File: src/rtl/core/cpt_pkg.sv
// Shared types, codes and punctuator lookup functions for the C preprocessing tokenizer.
package cpt_pkg;

    localparam int POS_WIDTH_DEF = 16;
    localparam int FIFO_DEPTH    = 8;
    localparam int MAX_RES       = 3;

    localparam logic [2:0] K_PUNCT   = 3'd0;
    localparam logic [2:0] K_SPACE   = 3'd1;
    localparam logic [2:0] K_NEWLINE = 3'd2;
    localparam logic [2:0] K_IDENT   = 3'd3;
    localparam logic [2:0] K_NUMBER  = 3'd4;
    localparam logic [2:0] K_CHAR    = 3'd5;
    localparam logic [2:0] K_STRING  = 3'd6;
    localparam logic [2:0] K_UNKNOWN = 3'd7;

    localparam logic [1:0] E_NONE     = 2'd0;
    localparam logic [1:0] E_BCOMMENT = 2'd1;
    localparam logic [1:0] E_NLQUOTE  = 2'd2;

    localparam logic [5:0] DOT_CODE  = 6'd42;
    localparam logic [5:0] NO_CODE   = 6'd63;

    localparam logic [0:0] REG_SOURCE_ID = 1'b0;

    typedef enum logic [3:0] {
        M_IDLE, M_PUNCT, M_DOT, M_IDENT, M_NUMBER,
        M_LCOMMENT, M_BCOMMENT, M_CHARQ, M_STRQ
    } t_mode;

    typedef struct packed {
        logic [2:0]  kind;
        logic [5:0]  code;
        logic [15:0] row;
        logic [15:0] col;
        logic [15:0] len;
        logic [1:0]  err;
        logic        last;
    } t_tok;

    // Single-byte punctuator code, NO_CODE if none (dot handled apart)
    function automatic logic [5:0] punct1(input logic [7:0] c);
        logic [5:0] k;
        case (c)
            "|": k = 6'd2;   "^": k = 6'd4;   "&": k = 6'd7;   "<": k = 6'd11;
            ">": k = 6'd15;  "+": k = 6'd18;  "-": k = 6'd21;  "*": k = 6'd23;
            "/": k = 6'd25;  "%": k = 6'd27;  "(": k = 6'd28;  ")": k = 6'd29;
            "{": k = 6'd30;  "}": k = 6'd31;  "[": k = 6'd32;  "]": k = 6'd33;
            ";": k = 6'd34;  ":": k = 6'd35;  ",": k = 6'd36;  "~": k = 6'd37;
            "!": k = 6'd39;  "?": k = 6'd40;  "#": k = 6'd41;  "=": k = 6'd45;
            default: k = NO_CODE;
        endcase
        return k;
    endfunction

    // Byte that can open a longer punctuator
    function automatic logic ext1(input logic [7:0] c);
        logic r;
        case (c)
            "|", "^", "&", "<", ">", "+", "-", "*", "/", "%", "!", "=": r = 1'b1;
            default: r = 1'b0;
        endcase
        return r;
    endfunction

    // Two-byte punctuator code, NO_CODE if none
    function automatic logic [5:0] punct2(input logic [7:0] a, input logic [7:0] b);
        logic [5:0] k;
        case ({a, b})
            "||": k = 6'd0;   "|=": k = 6'd1;   "^=": k = 6'd3;   "&&": k = 6'd5;
            "&=": k = 6'd6;   "<<": k = 6'd9;   "<=": k = 6'd10;  ">>": k = 6'd13;
            ">=": k = 6'd14;  "+=": k = 6'd16;  "++": k = 6'd17;  "-=": k = 6'd19;
            "--": k = 6'd20;  "*=": k = 6'd22;  "/=": k = 6'd24;  "%=": k = 6'd26;
            "!=": k = 6'd38;  "->": k = 6'd43;  "==": k = 6'd44;
            default: k = NO_CODE;
        endcase
        return k;
    endfunction

    // Two-byte prefix of a three-byte punctuator
    function automatic logic ext2(input logic [7:0] a, input logic [7:0] b);
        return ({a, b} == "<<") || ({a, b} == ">>");
    endfunction

    // Three-byte punctuator code, NO_CODE if none
    function automatic logic [5:0] punct3(input logic [7:0] a, input logic [7:0] b,
                                          input logic [7:0] c);
        logic [5:0] k;
        case ({a, b, c})
            "<<=":   k = 6'd8;
            ">>=":   k = 6'd12;
            default: k = NO_CODE;
        endcase
        return k;
    endfunction

    function automatic logic is_digit(input logic [7:0] c);
        return (c >= "0") && (c <= "9");
    endfunction

    function automatic logic is_alpha(input logic [7:0] c);
        return ((c >= "a") && (c <= "z")) || ((c >= "A") && (c <= "Z"));
    endfunction

endpackage

File: src/rtl/core/c_preprocessing_tokenizer.sv
// Top level of the C preprocessing tokenizer: input register, lexer, result queue, APB port.
//
//  channel  | valid        | stall        | payload
//  ---------+--------------+--------------+--------------------------------------------
//  input    | i_in_valid   | o_in_stall   | i_ch, i_end_of_input
//  output   | o_out_valid  | i_out_stall  | o_token_kind ... o_last_of_run (one per token)
//  config   | psel/penable | pready = 1   | paddr, pwdata, prdata (source_id at 0)
//
// One byte per cycle while o_in_stall is low: a byte is held in the input register, then
// the lexer step turns it into zero to three tokens, queued in an eight-entry result queue.
// The queue pops one token per cycle when i_out_stall is low; the input stalls while fewer
// than three free entries remain. Synchronous reset clears the lexer to row 1, column 1.
module c_preprocessing_tokenizer #(
    parameter int POS_WIDTH = cpt_pkg::POS_WIDTH_DEF
) (
    input  logic        i_clk,
    input  logic        i_rst_n,
    input  logic        i_in_valid,
    output logic        o_in_stall,
    input  logic [7:0]  i_ch,
    input  logic        i_end_of_input,
    output logic        o_out_valid,
    input  logic        i_out_stall,
    output logic [2:0]  o_token_kind,
    output logic [5:0]  o_punct_code,
    output logic [15:0] o_start_row,
    output logic [15:0] o_start_col,
    output logic [15:0] o_token_length,
    output logic [15:0] o_file_id,
    output logic [1:0]  o_error_code,
    output logic        o_last_of_run,
    input  logic        psel,
    input  logic        penable,
    input  logic        pwrite,
    input  logic [2:0]  paddr,
    input  logic [31:0] pwdata,
    output logic [31:0] prdata,
    output logic        pready
);

    logic           r_in_valid;
    logic [7:0]     r_ch;
    logic           r_eoi;
    logic [15:0]    r_source_id;
    logic           room, step, pop;
    cpt_pkg::t_tok  slot [cpt_pkg::MAX_RES];
    logic [1:0]     cnt;
    cpt_pkg::t_tok  head;

    assign step       = r_in_valid && room;
    assign o_in_stall = r_in_valid && !room;
    assign pop        = o_out_valid && !i_out_stall;

    // Hold the accepted byte
    always_ff @(posedge i_clk) begin
        if (!i_rst_n) begin
            r_in_valid <= 1'b0;
        end else if (!o_in_stall) begin
            r_in_valid <= i_in_valid;
        end
    end

    always_ff @(posedge i_clk) begin
        if (!o_in_stall && i_in_valid) begin
            r_ch  <= i_ch;
            r_eoi <= i_end_of_input;
        end
    end

    // Write the source identifier
    always_ff @(posedge i_clk) begin
        if (!i_rst_n) begin
            r_source_id <= 16'd0;
        end else if (psel && penable && pwrite && pready && paddr[2] == cpt_pkg::REG_SOURCE_ID
                     && paddr[1:0] == 2'd0) begin
            r_source_id <= pwdata[15:0];
        end
    end

    assign pready = 1'b1;
    assign prdata = (paddr[2] == cpt_pkg::REG_SOURCE_ID) ? {16'd0, r_source_id} : 32'd0;

    cpt_lexer #(.POS_WIDTH(POS_WIDTH)) u_lexer (
        .i_clk   (i_clk),
        .i_rst_n (i_rst_n),
        .i_step  (step),
        .i_ch    (r_ch),
        .i_eoi   (r_eoi),
        .o_slot  (slot),
        .o_count (cnt)
    );

    cpt_fifo u_fifo (
        .i_clk   (i_clk),
        .i_rst_n (i_rst_n),
        .i_slot  (slot),
        .i_count (step ? cnt : 2'd0),
        .i_pop   (pop),
        .o_head  (head),
        .o_valid (o_out_valid),
        .o_room  (room)
    );

    assign o_token_kind   = head.kind;
    assign o_punct_code   = head.code;
    assign o_start_row    = head.row;
    assign o_start_col    = head.col;
    assign o_token_length = head.len;
    assign o_file_id      = r_source_id;
    assign o_error_code   = head.err;
    assign o_last_of_run  = head.last;

endmodule

File: src/rtl/core/cpt_lexer.sv
// Lexer state registers and the per-byte step that yields up to three token slots.
module cpt_lexer #(
    parameter int POS_WIDTH = cpt_pkg::POS_WIDTH_DEF
) (
    input  logic             i_clk,
    input  logic             i_rst_n,
    input  logic             i_step,
    input  logic [7:0]       i_ch,
    input  logic             i_eoi,
    output cpt_pkg::t_tok    o_slot [cpt_pkg::MAX_RES],
    output logic [1:0]       o_count
);

    localparam logic [POS_WIDTH-1:0] POS_MAX = '1;
    localparam logic [POS_WIDTH-1:0] POS_ONE = POS_WIDTH'(1);

    cpt_pkg::t_mode         r_mode, n_mode;
    logic [7:0]             r_pb0, n_pb0, r_pb1, n_pb1;
    logic [1:0]             r_pc, n_pc;
    logic [7:0]             r_prev, n_prev;
    logic [POS_WIDTH-1:0]   r_tsr, n_tsr, r_tsc, n_tsc, r_row, n_row, r_col, n_col;
    logic [15:0]            r_olen, n_olen;
    logic                   r_fail, n_fail;

    cpt_pkg::t_tok          slot [cpt_pkg::MAX_RES];
    logic [1:0]             ne;

    // Next state and emitted slots for one byte
    always_comb begin
        logic       disp;
        logic [5:0] k;
        logic [7:0] q;
        logic [2:0] qk;
        n_mode = r_mode; n_pb0 = r_pb0; n_pb1 = r_pb1; n_pc = r_pc; n_prev = r_prev;
        n_tsr = r_tsr; n_tsc = r_tsc; n_row = r_row; n_col = r_col;
        n_olen = r_olen; n_fail = r_fail;
        ne = 2'd0;
        disp = 1'b0;
        k = cpt_pkg::NO_CODE;
        q = 8'd0;
        qk = cpt_pkg::K_CHAR;
        for (int i = 0; i < cpt_pkg::MAX_RES; i++) begin
            slot[i] = '0;
        end
        if (r_fail) begin
            if (i_eoi) begin
                n_fail = 1'b0;
            end
        end else begin
            // Continue the open token
            case (r_mode)
                cpt_pkg::M_PUNCT: begin
                    if (r_pc == 2'd1) begin
                        if (r_pb0 == "/" && (i_ch == "/" || i_ch == "*")) begin
                            n_mode = (i_ch == "/") ? cpt_pkg::M_LCOMMENT : cpt_pkg::M_BCOMMENT;
                            n_olen = 16'd2;
                            n_prev = 8'd0;
                            n_pc = 2'd0;
                        end else if (cpt_pkg::ext2(r_pb0, i_ch)) begin
                            n_pb1 = i_ch;
                            n_pc = 2'd2;
                            n_olen = 16'd2;
                        end else begin
                            k = cpt_pkg::punct2(r_pb0, i_ch);
                            if (k != cpt_pkg::NO_CODE) begin
                                slot[ne] = '{cpt_pkg::K_PUNCT, k, 16'(r_tsr), 16'(r_tsc),
                                             16'd2, cpt_pkg::E_NONE, 1'b0};
                            end else begin
                                k = cpt_pkg::punct1(r_pb0);
                                slot[ne] = '{cpt_pkg::K_PUNCT,
                                             (k == cpt_pkg::NO_CODE) ? 6'd0 : k,
                                             16'(r_tsr), 16'(r_tsc), 16'd1,
                                             cpt_pkg::E_NONE, 1'b0};
                                disp = 1'b1;
                            end
                            ne = ne + 2'd1;
                            n_mode = cpt_pkg::M_IDLE;
                            n_pc = 2'd0;
                        end
                    end else if (r_pc == 2'd2) begin
                        k = cpt_pkg::punct3(r_pb0, r_pb1, i_ch);
                        if (k != cpt_pkg::NO_CODE) begin
                            slot[ne] = '{cpt_pkg::K_PUNCT, k, 16'(r_tsr), 16'(r_tsc),
                                         16'd3, cpt_pkg::E_NONE, 1'b0};
                        end else begin
                            k = cpt_pkg::punct2(r_pb0, r_pb1);
                            slot[ne] = '{cpt_pkg::K_PUNCT,
                                         (k == cpt_pkg::NO_CODE) ? 6'd0 : k,
                                         16'(r_tsr), 16'(r_tsc), 16'd2,
                                         cpt_pkg::E_NONE, 1'b0};
                            disp = 1'b1;
                        end
                        ne = ne + 2'd1;
                        n_mode = cpt_pkg::M_IDLE;
                        n_pc = 2'd0;
                    end else begin
                        n_mode = cpt_pkg::M_IDLE;
                        n_pc = 2'd0;
                        disp = 1'b1;
                    end
                end
                cpt_pkg::M_DOT: begin
                    if (cpt_pkg::is_digit(i_ch)) begin
                        n_mode = cpt_pkg::M_NUMBER;
                        n_olen = 16'd2;
                        n_prev = i_ch;
                    end else begin
                        slot[ne] = '{cpt_pkg::K_PUNCT, cpt_pkg::DOT_CODE, 16'(r_tsr),
                                     16'(r_tsc), r_olen, cpt_pkg::E_NONE, 1'b0};
                        ne = ne + 2'd1;
                        n_mode = cpt_pkg::M_IDLE;
                        n_pc = 2'd0;
                        disp = 1'b1;
                    end
                end
                cpt_pkg::M_IDENT: begin
                    if (cpt_pkg::is_alpha(i_ch) || cpt_pkg::is_digit(i_ch) || i_ch == "_") begin
                        n_olen = (r_olen != 16'hFFFF) ? r_olen + 16'd1 : r_olen;
                    end else begin
                        slot[ne] = '{cpt_pkg::K_IDENT, 6'd0, 16'(r_tsr), 16'(r_tsc),
                                     r_olen, cpt_pkg::E_NONE, 1'b0};
                        ne = ne + 2'd1;
                        n_mode = cpt_pkg::M_IDLE;
                        n_pc = 2'd0;
                        disp = 1'b1;
                    end
                end
                cpt_pkg::M_NUMBER: begin
                    if (cpt_pkg::is_alpha(i_ch) || cpt_pkg::is_digit(i_ch) || i_ch == "." ||
                        ((i_ch == "+" || i_ch == "-") &&
                         (r_prev == "e" || r_prev == "E" || r_prev == "p" || r_prev == "P")))
                    begin
                        n_olen = (r_olen != 16'hFFFF) ? r_olen + 16'd1 : r_olen;
                        n_prev = i_ch;
                    end else begin
                        slot[ne] = '{cpt_pkg::K_NUMBER, 6'd0, 16'(r_tsr), 16'(r_tsc),
                                     r_olen, cpt_pkg::E_NONE, 1'b0};
                        ne = ne + 2'd1;
                        n_mode = cpt_pkg::M_IDLE;
                        n_pc = 2'd0;
                        disp = 1'b1;
                    end
                end
                cpt_pkg::M_LCOMMENT: begin
                    if (i_ch == "\n") begin
                        slot[ne] = '{cpt_pkg::K_SPACE, 6'd0, 16'(r_tsr), 16'(r_tsc),
                                     r_olen, cpt_pkg::E_NONE, 1'b0};
                        ne = ne + 2'd1;
                        n_mode = cpt_pkg::M_IDLE;
                        n_pc = 2'd0;
                        disp = 1'b1;
                    end else begin
                        n_olen = (r_olen != 16'hFFFF) ? r_olen + 16'd1 : r_olen;
                    end
                end
                cpt_pkg::M_BCOMMENT: begin
                    n_olen = (r_olen != 16'hFFFF) ? r_olen + 16'd1 : r_olen;
                    if (r_prev == "*" && i_ch == "/") begin
                        slot[ne] = '{cpt_pkg::K_SPACE, 6'd0, 16'(r_tsr), 16'(r_tsc),
                                     n_olen, cpt_pkg::E_NONE, 1'b0};
                        ne = ne + 2'd1;
                        n_mode = cpt_pkg::M_IDLE;
                        n_pc = 2'd0;
                    end else begin
                        n_prev = i_ch;
                    end
                end
                cpt_pkg::M_CHARQ, cpt_pkg::M_STRQ: begin
                    q  = (r_mode == cpt_pkg::M_CHARQ) ? 8'h27 : 8'h22;
                    qk = (r_mode == cpt_pkg::M_CHARQ) ? cpt_pkg::K_CHAR : cpt_pkg::K_STRING;
                    if (i_ch == "\n") begin
                        slot[ne] = '{qk, 6'd0, 16'(r_tsr), 16'(r_tsc), r_olen,
                                     cpt_pkg::E_NLQUOTE, 1'b0};
                        ne = ne + 2'd1;
                        n_mode = cpt_pkg::M_IDLE;
                        n_pc = 2'd0;
                        n_fail = 1'b1;
                    end else begin
                        n_olen = (r_olen != 16'hFFFF) ? r_olen + 16'd1 : r_olen;
                        if (i_ch == q) begin
                            slot[ne] = '{qk, 6'd0, 16'(r_tsr), 16'(r_tsc), n_olen,
                                         cpt_pkg::E_NONE, 1'b0};
                            ne = ne + 2'd1;
                            n_mode = cpt_pkg::M_IDLE;
                            n_pc = 2'd0;
                        end
                    end
                end
                default: begin
                    n_mode = cpt_pkg::M_IDLE;
                    disp = 1'b1;
                end
            endcase

            // Start a new token from this byte
            if (disp) begin
                k = cpt_pkg::punct1(i_ch);
                if (i_ch == ".") begin
                    n_mode = cpt_pkg::M_DOT; n_olen = 16'd1; n_tsr = r_row; n_tsc = r_col;
                end else if (cpt_pkg::ext1(i_ch)) begin
                    n_mode = cpt_pkg::M_PUNCT; n_olen = 16'd1; n_tsr = r_row; n_tsc = r_col;
                    n_pb0 = i_ch;
                    n_pc = 2'd1;
                end else if (k != cpt_pkg::NO_CODE) begin
                    slot[ne] = '{cpt_pkg::K_PUNCT, k, 16'(r_row), 16'(r_col), 16'd1,
                                 cpt_pkg::E_NONE, 1'b0};
                    ne = ne + 2'd1;
                end else if (i_ch == " ") begin
                    slot[ne] = '{cpt_pkg::K_SPACE, 6'd0, 16'(r_row), 16'(r_col), 16'd1,
                                 cpt_pkg::E_NONE, 1'b0};
                    ne = ne + 2'd1;
                end else if (i_ch == "\n") begin
                    slot[ne] = '{cpt_pkg::K_NEWLINE, 6'd0, 16'(r_row), 16'(r_col), 16'd1,
                                 cpt_pkg::E_NONE, 1'b0};
                    ne = ne + 2'd1;
                end else if (cpt_pkg::is_alpha(i_ch) || i_ch == "_") begin
                    n_mode = cpt_pkg::M_IDENT; n_olen = 16'd1; n_tsr = r_row; n_tsc = r_col;
                end else if (cpt_pkg::is_digit(i_ch)) begin
                    n_mode = cpt_pkg::M_NUMBER; n_olen = 16'd1; n_tsr = r_row; n_tsc = r_col;
                    n_prev = i_ch;
                end else if (i_ch == 8'h27) begin
                    n_mode = cpt_pkg::M_CHARQ; n_olen = 16'd1; n_tsr = r_row; n_tsc = r_col;
                end else if (i_ch == 8'h22) begin
                    n_mode = cpt_pkg::M_STRQ; n_olen = 16'd1; n_tsr = r_row; n_tsc = r_col;
                end else begin
                    slot[ne] = '{cpt_pkg::K_UNKNOWN, 6'd0, 16'(r_row), 16'(r_col), 16'd1,
                                 cpt_pkg::E_NONE, 1'b0};
                    ne = ne + 2'd1;
                end
            end

            // Advance the position
            if (i_ch == "\n") begin
                n_row = (r_row != POS_MAX) ? r_row + POS_ONE : r_row;
                n_col = POS_ONE;
            end else begin
                n_col = (r_col != POS_MAX) ? r_col + POS_ONE : r_col;
            end

            // Flush the open token at end of file
            if (i_eoi && !n_fail) begin
                case (n_mode)
                    cpt_pkg::M_PUNCT: begin
                        if (n_pc == 2'd1) begin
                            k = cpt_pkg::punct1(n_pb0);
                        end else if (n_pc == 2'd2) begin
                            k = cpt_pkg::punct2(n_pb0, n_pb1);
                        end else begin
                            k = cpt_pkg::NO_CODE;
                        end
                        slot[ne] = '{cpt_pkg::K_PUNCT, (k == cpt_pkg::NO_CODE) ? 6'd0 : k,
                                     16'(n_tsr), 16'(n_tsc), n_olen, cpt_pkg::E_NONE, 1'b0};
                        ne = ne + 2'd1;
                    end
                    cpt_pkg::M_DOT: begin
                        slot[ne] = '{cpt_pkg::K_PUNCT, cpt_pkg::DOT_CODE, 16'(n_tsr),
                                     16'(n_tsc), n_olen, cpt_pkg::E_NONE, 1'b0};
                        ne = ne + 2'd1;
                    end
                    cpt_pkg::M_IDENT, cpt_pkg::M_NUMBER, cpt_pkg::M_LCOMMENT,
                    cpt_pkg::M_BCOMMENT, cpt_pkg::M_CHARQ, cpt_pkg::M_STRQ: begin
                        case (n_mode)
                            cpt_pkg::M_IDENT:    qk = cpt_pkg::K_IDENT;
                            cpt_pkg::M_NUMBER:   qk = cpt_pkg::K_NUMBER;
                            cpt_pkg::M_CHARQ:    qk = cpt_pkg::K_CHAR;
                            cpt_pkg::M_STRQ:     qk = cpt_pkg::K_STRING;
                            default:             qk = cpt_pkg::K_SPACE;
                        endcase
                        slot[ne] = '{qk, 6'd0, 16'(n_tsr), 16'(n_tsc), n_olen,
                                     (n_mode == cpt_pkg::M_BCOMMENT) ? cpt_pkg::E_BCOMMENT
                                                                     : cpt_pkg::E_NONE,
                                     1'b0};
                        ne = ne + 2'd1;
                    end
                    default: ;
                endcase
            end
        end

        // Return to a fresh file after the last byte
        if (i_eoi) begin
            n_mode = cpt_pkg::M_IDLE; n_pb0 = 8'd0; n_pb1 = 8'd0; n_pc = 2'd0;
            n_prev = 8'd0; n_tsr = POS_ONE; n_tsc = POS_ONE; n_row = POS_ONE;
            n_col = POS_ONE; n_olen = 16'd0; n_fail = 1'b0;
        end
    end

    // Mark the last slot of the byte
    always_comb begin
        for (int i = 0; i < cpt_pkg::MAX_RES; i++) begin
            o_slot[i] = slot[i];
            o_slot[i].last = (2'(i) == ne - 2'd1);
        end
        o_count = ne;
    end

    // Hold state until a byte is stepped
    always_ff @(posedge i_clk) begin
        if (!i_rst_n) begin
            r_mode <= cpt_pkg::M_IDLE; r_pb0 <= 8'd0; r_pb1 <= 8'd0; r_pc <= 2'd0;
            r_prev <= 8'd0; r_tsr <= POS_ONE; r_tsc <= POS_ONE; r_row <= POS_ONE;
            r_col <= POS_ONE; r_olen <= 16'd0; r_fail <= 1'b0;
        end else if (i_step) begin
            r_mode <= n_mode; r_pb0 <= n_pb0; r_pb1 <= n_pb1; r_pc <= n_pc;
            r_prev <= n_prev; r_tsr <= n_tsr; r_tsc <= n_tsc; r_row <= n_row;
            r_col <= n_col; r_olen <= n_olen; r_fail <= n_fail;
        end
    end

endmodule

File: src/rtl/core/cpt_fifo.sv
// Result queue that takes up to three token slots per cycle and delivers one.
module cpt_fifo (
    input  logic           i_clk,
    input  logic           i_rst_n,
    input  cpt_pkg::t_tok  i_slot [cpt_pkg::MAX_RES],
    input  logic [1:0]     i_count,
    input  logic           i_pop,
    output cpt_pkg::t_tok  o_head,
    output logic           o_valid,
    output logic           o_room
);

    localparam int AW = $clog2(cpt_pkg::FIFO_DEPTH);
    localparam int CW = $clog2(cpt_pkg::FIFO_DEPTH + 1);

    cpt_pkg::t_tok   r_mem [cpt_pkg::FIFO_DEPTH];
    logic [AW-1:0]   r_wp, r_rp;
    logic [CW-1:0]   r_cnt;

    assign o_valid = (r_cnt != '0);
    assign o_head  = r_mem[r_rp];
    assign o_room  = (r_cnt <= CW'(cpt_pkg::FIFO_DEPTH - cpt_pkg::MAX_RES));

    // Write the new slots
    always_ff @(posedge i_clk) begin
        for (int i = 0; i < cpt_pkg::MAX_RES; i++) begin
            if (2'(i) < i_count) begin
                r_mem[AW'(r_wp + AW'(i))] <= i_slot[i];
            end
        end
    end

    // Advance pointers and count
    always_ff @(posedge i_clk) begin
        if (!i_rst_n) begin
            r_wp <= '0;
            r_rp <= '0;
            r_cnt <= '0;
        end else begin
            r_wp <= r_wp + AW'(i_count);
            if (i_pop) begin
                r_rp <= r_rp + AW'(1);
            end
            r_cnt <= r_cnt + CW'(i_count) - CW'(i_pop);
        end
    end

endmodule
File: config.mk
export PLATFORM = sky130hd
export DESIGN_NAME = c_preprocessing_tokenizer
export DESIGN_NICKNAME = d
export VERILOG_FILES = /design/src/rtl/core/cpt_pkg.sv /design/src/rtl/core/c_preprocessing_tokenizer.sv /design/src/rtl/core/cpt_lexer.sv /design/src/rtl/core/cpt_fifo.sv
export SDC_FILE = /design/constraint.sdc
export NUM_CORES = 2
export LEC_CHECK = 0
export ABC_AREA = 0
export ABC_CLOCK_PERIOD_IN_PS = 23600
export BUFFER_PORTS_ARGS = -buffer_cell sky130_fd_sc_hd__buf_2
export CELL_PAD_IN_SITES_DETAIL_PLACEMENT = 0
export CELL_PAD_IN_SITES_GLOBAL_PLACEMENT = 1
export CORE_MARGIN = 2
export CORE_UTILIZATION = 50
export DETAILED_ROUTE_END_ITERATION = 7
export HOLD_SLACK_MARGIN = 0.08
export PLACE_DENSITY_LB_ADDON = 0.1
export SYNTH_ARGS = -nofsm -noshare
export SYNTH_HDL_FRONTEND = slang
export SYNTH_HIERARCHICAL = 1
export SYNTH_SLANG_ARGS = --single-unit
File: constraint.sdc
create_clock -name i_clk -period 23.6 [get_ports i_clk]
set_input_delay 2.36 -clock i_clk [delete_from_list [all_inputs] [get_ports i_clk]]
set_output_delay 2.36 -clock i_clk [all_outputs]
set_load 0.02 [all_outputs]
==> out/qor.csv <==
metric,value,unit
status,finished with violations,
failed_checks,DRC,
ys_async_sr_fraction,0,%
fin_skew,0.0251,ns
cts_resized,0,
pwr-share-seq,37.2,%
yosysSeqAreaShare,38.4,%
cts_tree,yes,
nets,5023,
synthesis.yosys.warnings,6,
p_clk_share,32.8,%
dp_hpwl,97000,µm
p_leak,14.6,nW
firstDrtPassIters,8,
htreeDepth,3,
hold_class,reg -> reg,
drt-vias-per-instance,7.11,
combPwrFrac,30.0,%
cts_sinks,630,
hold_viol,0,
worst_pin_slew,1.36,ns
clock_latency,0.66,ns
synth_area,45600,µm²
setup_viol_count_final,0,
holdPathStages,2,
place_congestion,0.953,
finalPower,3.55,mW
avgRoutedWirePerCell,28.6,µm
dieArea,93700,µm²
design_area,48600,µm²
synthTopCellsByCount,"nand2_1 (744), o21ai_0 (588), clkbuf_1 (533)",
cap_violations,0,
drc_errors,4,
fill_cells,8327,
tns,0,ns
diodes,0,
core-area,90300,µm²
p_sw_share,34.7,%
start_kind,flop,
pin_count,162,
crit_fanout,81,
synthDistinctLibCells,104,
internal-power,2.31,mW
clockRootBuffer,clkbuf_16,
start_util,50.6,%
yosysMostFrequentCell,nand2_1,
grt_max_degree,234,
ys_top_cells_by_area,"edfxtp_1 (32%), a31oi_1 (6.7%), o21ai_0 (6.4%)",
io_buffer_count,128,
rows,110,
cts_hold_buf,0,
grt_pass1_wl,262000,µm
ir_worst_vdd,0.104,mV
cp.depth,22,
path_clk_slew,0.06,ns
max_stage_delay,0.94,ns
power.switching,1.23,mW
gr-total-overflow,0,
place_inst,6051,
postRouteAntennaNets,0,
r2r.worst_path.cells,22,
cts_max_path_buffers,3,
end_kind,flop,
multi_input_area,25600,µm²
syn_inst,5310,
syn_avg_cell_area,8.60,µm²
r2r_slack,13.54,ns
finalCriticalPeriod,10.06,ns
arrival,10.39,ns
synth_ff_type,edfxtp_1,
die_w,306,µm
synth_edf_count,489,
syn_to_final_growth,6.43,%
antenna_found_initial,2,
vias,44000,
drive_gt1_share,12.4,%
seq_area,17500,µm²
slew_violations,0,
path_class,reg -> reg,
rsz0062_at_grt,no,
fmax,99.5,MHz
pwr_density_cell,73.0,nW/µm²
place_area,46200,µm²
synth_top_area_share,32.2,%
max-slew-margin-rel,8.86,%
cts_made_buffers,76,
postCtsSetupBuffers,0,
worstPathRequired,23.94,ns
crit_chain,"or4b_1, o41a_1, nand2_1, o21ai_0, a211oi_1, and3_1, inv_1, ha_1, and4b_1, nor3_1, inv_1, ha_1, mux2i_1, nand2_1, inv_1, and3_4, nand3_4, buf_4, buf_4, nand2b_4, buf_4, a31oi_1",
fin_hold_ws,0.469,ns
stdcell_count,6192,
min_period_over_period,42.6,%
critPathTopFamily,simple AND/OR/NAND/NOR gates,
yosysTopAreaCell,edfxtp_1,
critPathBufInv,6,
cp_slowest_cell,or4b_1,
drtIter0Drc,5959,
grt_pass1_vias,41300,
track_usage,36.4,%
fp.dieH,306,µm
synth-seq-cells,630,
finalWirelength,177000,µm
[layout make-up]
class	instances	area share, %
multi-input combinational	3982	52.6
sequential	630	36.1
clock buffer	104	4.41
timing repair buffer	234	3.04
tap	1176	3.03
clock inverter	37	0.587
inverter	29	0.224
[state kept, by name, summed over array words and instances, names as in the netlist, 2 cells and up, named ones only]
signal and count:
u_lexer/r_pc 2, u_lexer/r_tsc 16, u_lexer/r_prev 8, u_fifo/r_wp 3, u_fifo/r_cnt 4, u_lexer/r_pb0 8
u_lexer/r_olen 16, u_lexer/r_pb1 8, u_fifo/r_rp 3, u_lexer/r_mode 4, u_lexer/r_row 16, u_lexer/r_col 16
u_fifo/r_mem 480, r_ch 8, o_file_id 16, u_lexer/r_tsr 16
[layer usage]
layer | routed length (µm) | track usage [%]
met1 | 69900 | 50.0
met2 | 78100 | 55.1
met3 | 21100 | 7.73
met4 | 7790 | 17.1
met5 | 13 | 0
[worst min-delay path, cell delays in order, from the launching register on]
cell and delay [ns]:
dfxtp_1 0.32, nand2_1 0.05, mux2i_1 0.05
[path summary, 6_finish.rpt]
check	endpoint	startpoint
hold reg to reg	o_file_id[4]	o_file_id[4]
hold / removal	o_file_id[4]	o_file_id[4]
setup / recovery	u_fifo/r_mem[5][20]	r_ch[4]
setup reg to reg	u_fifo/r_mem[5][20]	r_ch[4]
[metrics by stage]
step / setup WS (ns) / utilization [%]
floorplan: 15.42 / -
global placement: 13.79 / 51.1
global route: 13.20 / 53.8
detailed placement: 13.82 / 51.1
CTS: 13.80 / 53.8
finish: 13.54 / 53.8
[cells by family after synthesis]
kind of cell / synth area share (%)
buffers and inverters: 6.50
other: 0.0247
AO/OA/AOI/OAI: 20.2
AND/OR/NAND/NOR: 25.2
multiplexers: 8.46
XOR/XNOR: 0.743
adder cells (fa/ha/maj): 0.576
flip-flops: 38.4
[cell usage in the layout (no fill, tap or decap), types with 12 or more instances in the layout]
| cell | count |
|---|---|
| nand2_1 | 742 |
| o21ai_0 | 586 |
| nor3_1 | 525 |
| a31oi_1 | 492 |
| edfxtp_1 | 489 |
| nor2_1 | 213 |
| dfxtp_1 | 136 |
| a21oi_1 | 132 |
| buf_2 | 127 |
| and4b_1 | 127 |
| mux4_2 | 120 |
| buf_4 | 104 |
| nor2b_1 | 91 |
| clkbuf_16 | 79 |
| mux2_2 | 69 |
| nor4bb_1 | 65 |
| and4_1 | 64 |
| a22o_1 | 64 |
| nand3_1 | 58 |
| a22oi_1 | 55 |
| and2_1 | 45 |
| mux2i_1 | 38 |
| nand2b_1 | 31 |
| a211oi_1 | 31 |
| inv_1 | 28 |
| and3_1 | 27 |
| nand4_1 | 20 |
| conb_1 | 19 |
| xor2_1 | 19 |
| o22ai_1 | 19 |
| clkbuf_1 | 18 |
| clkinv_2 | 17 |
| xnor2_1 | 16 |
| ha_1 | 16 |
| or3_1 | 15 |
| o31ai_1 | 15 |
| nor4_1 | 14 |
| nand3b_1 | 13 |
| nor3b_1 | 12 |
| a221oi_1 | 12 |
[power by group through the flow]
stage / Clock [mW] / Combinational, mW / Sequential (mW)
floorplan: 0 / 0.734 / 1.31
finish: 1.16 / 1.06 / 1.32
CTS: 1.18 / 1.05 / 1.32
global placement: 0 / 1.03 / 1.34
global route: 1.22 / 1.11 / 1.33
detailed placement: 0 / 1.04 / 1.34
Power figures use the tool's default switching activity.
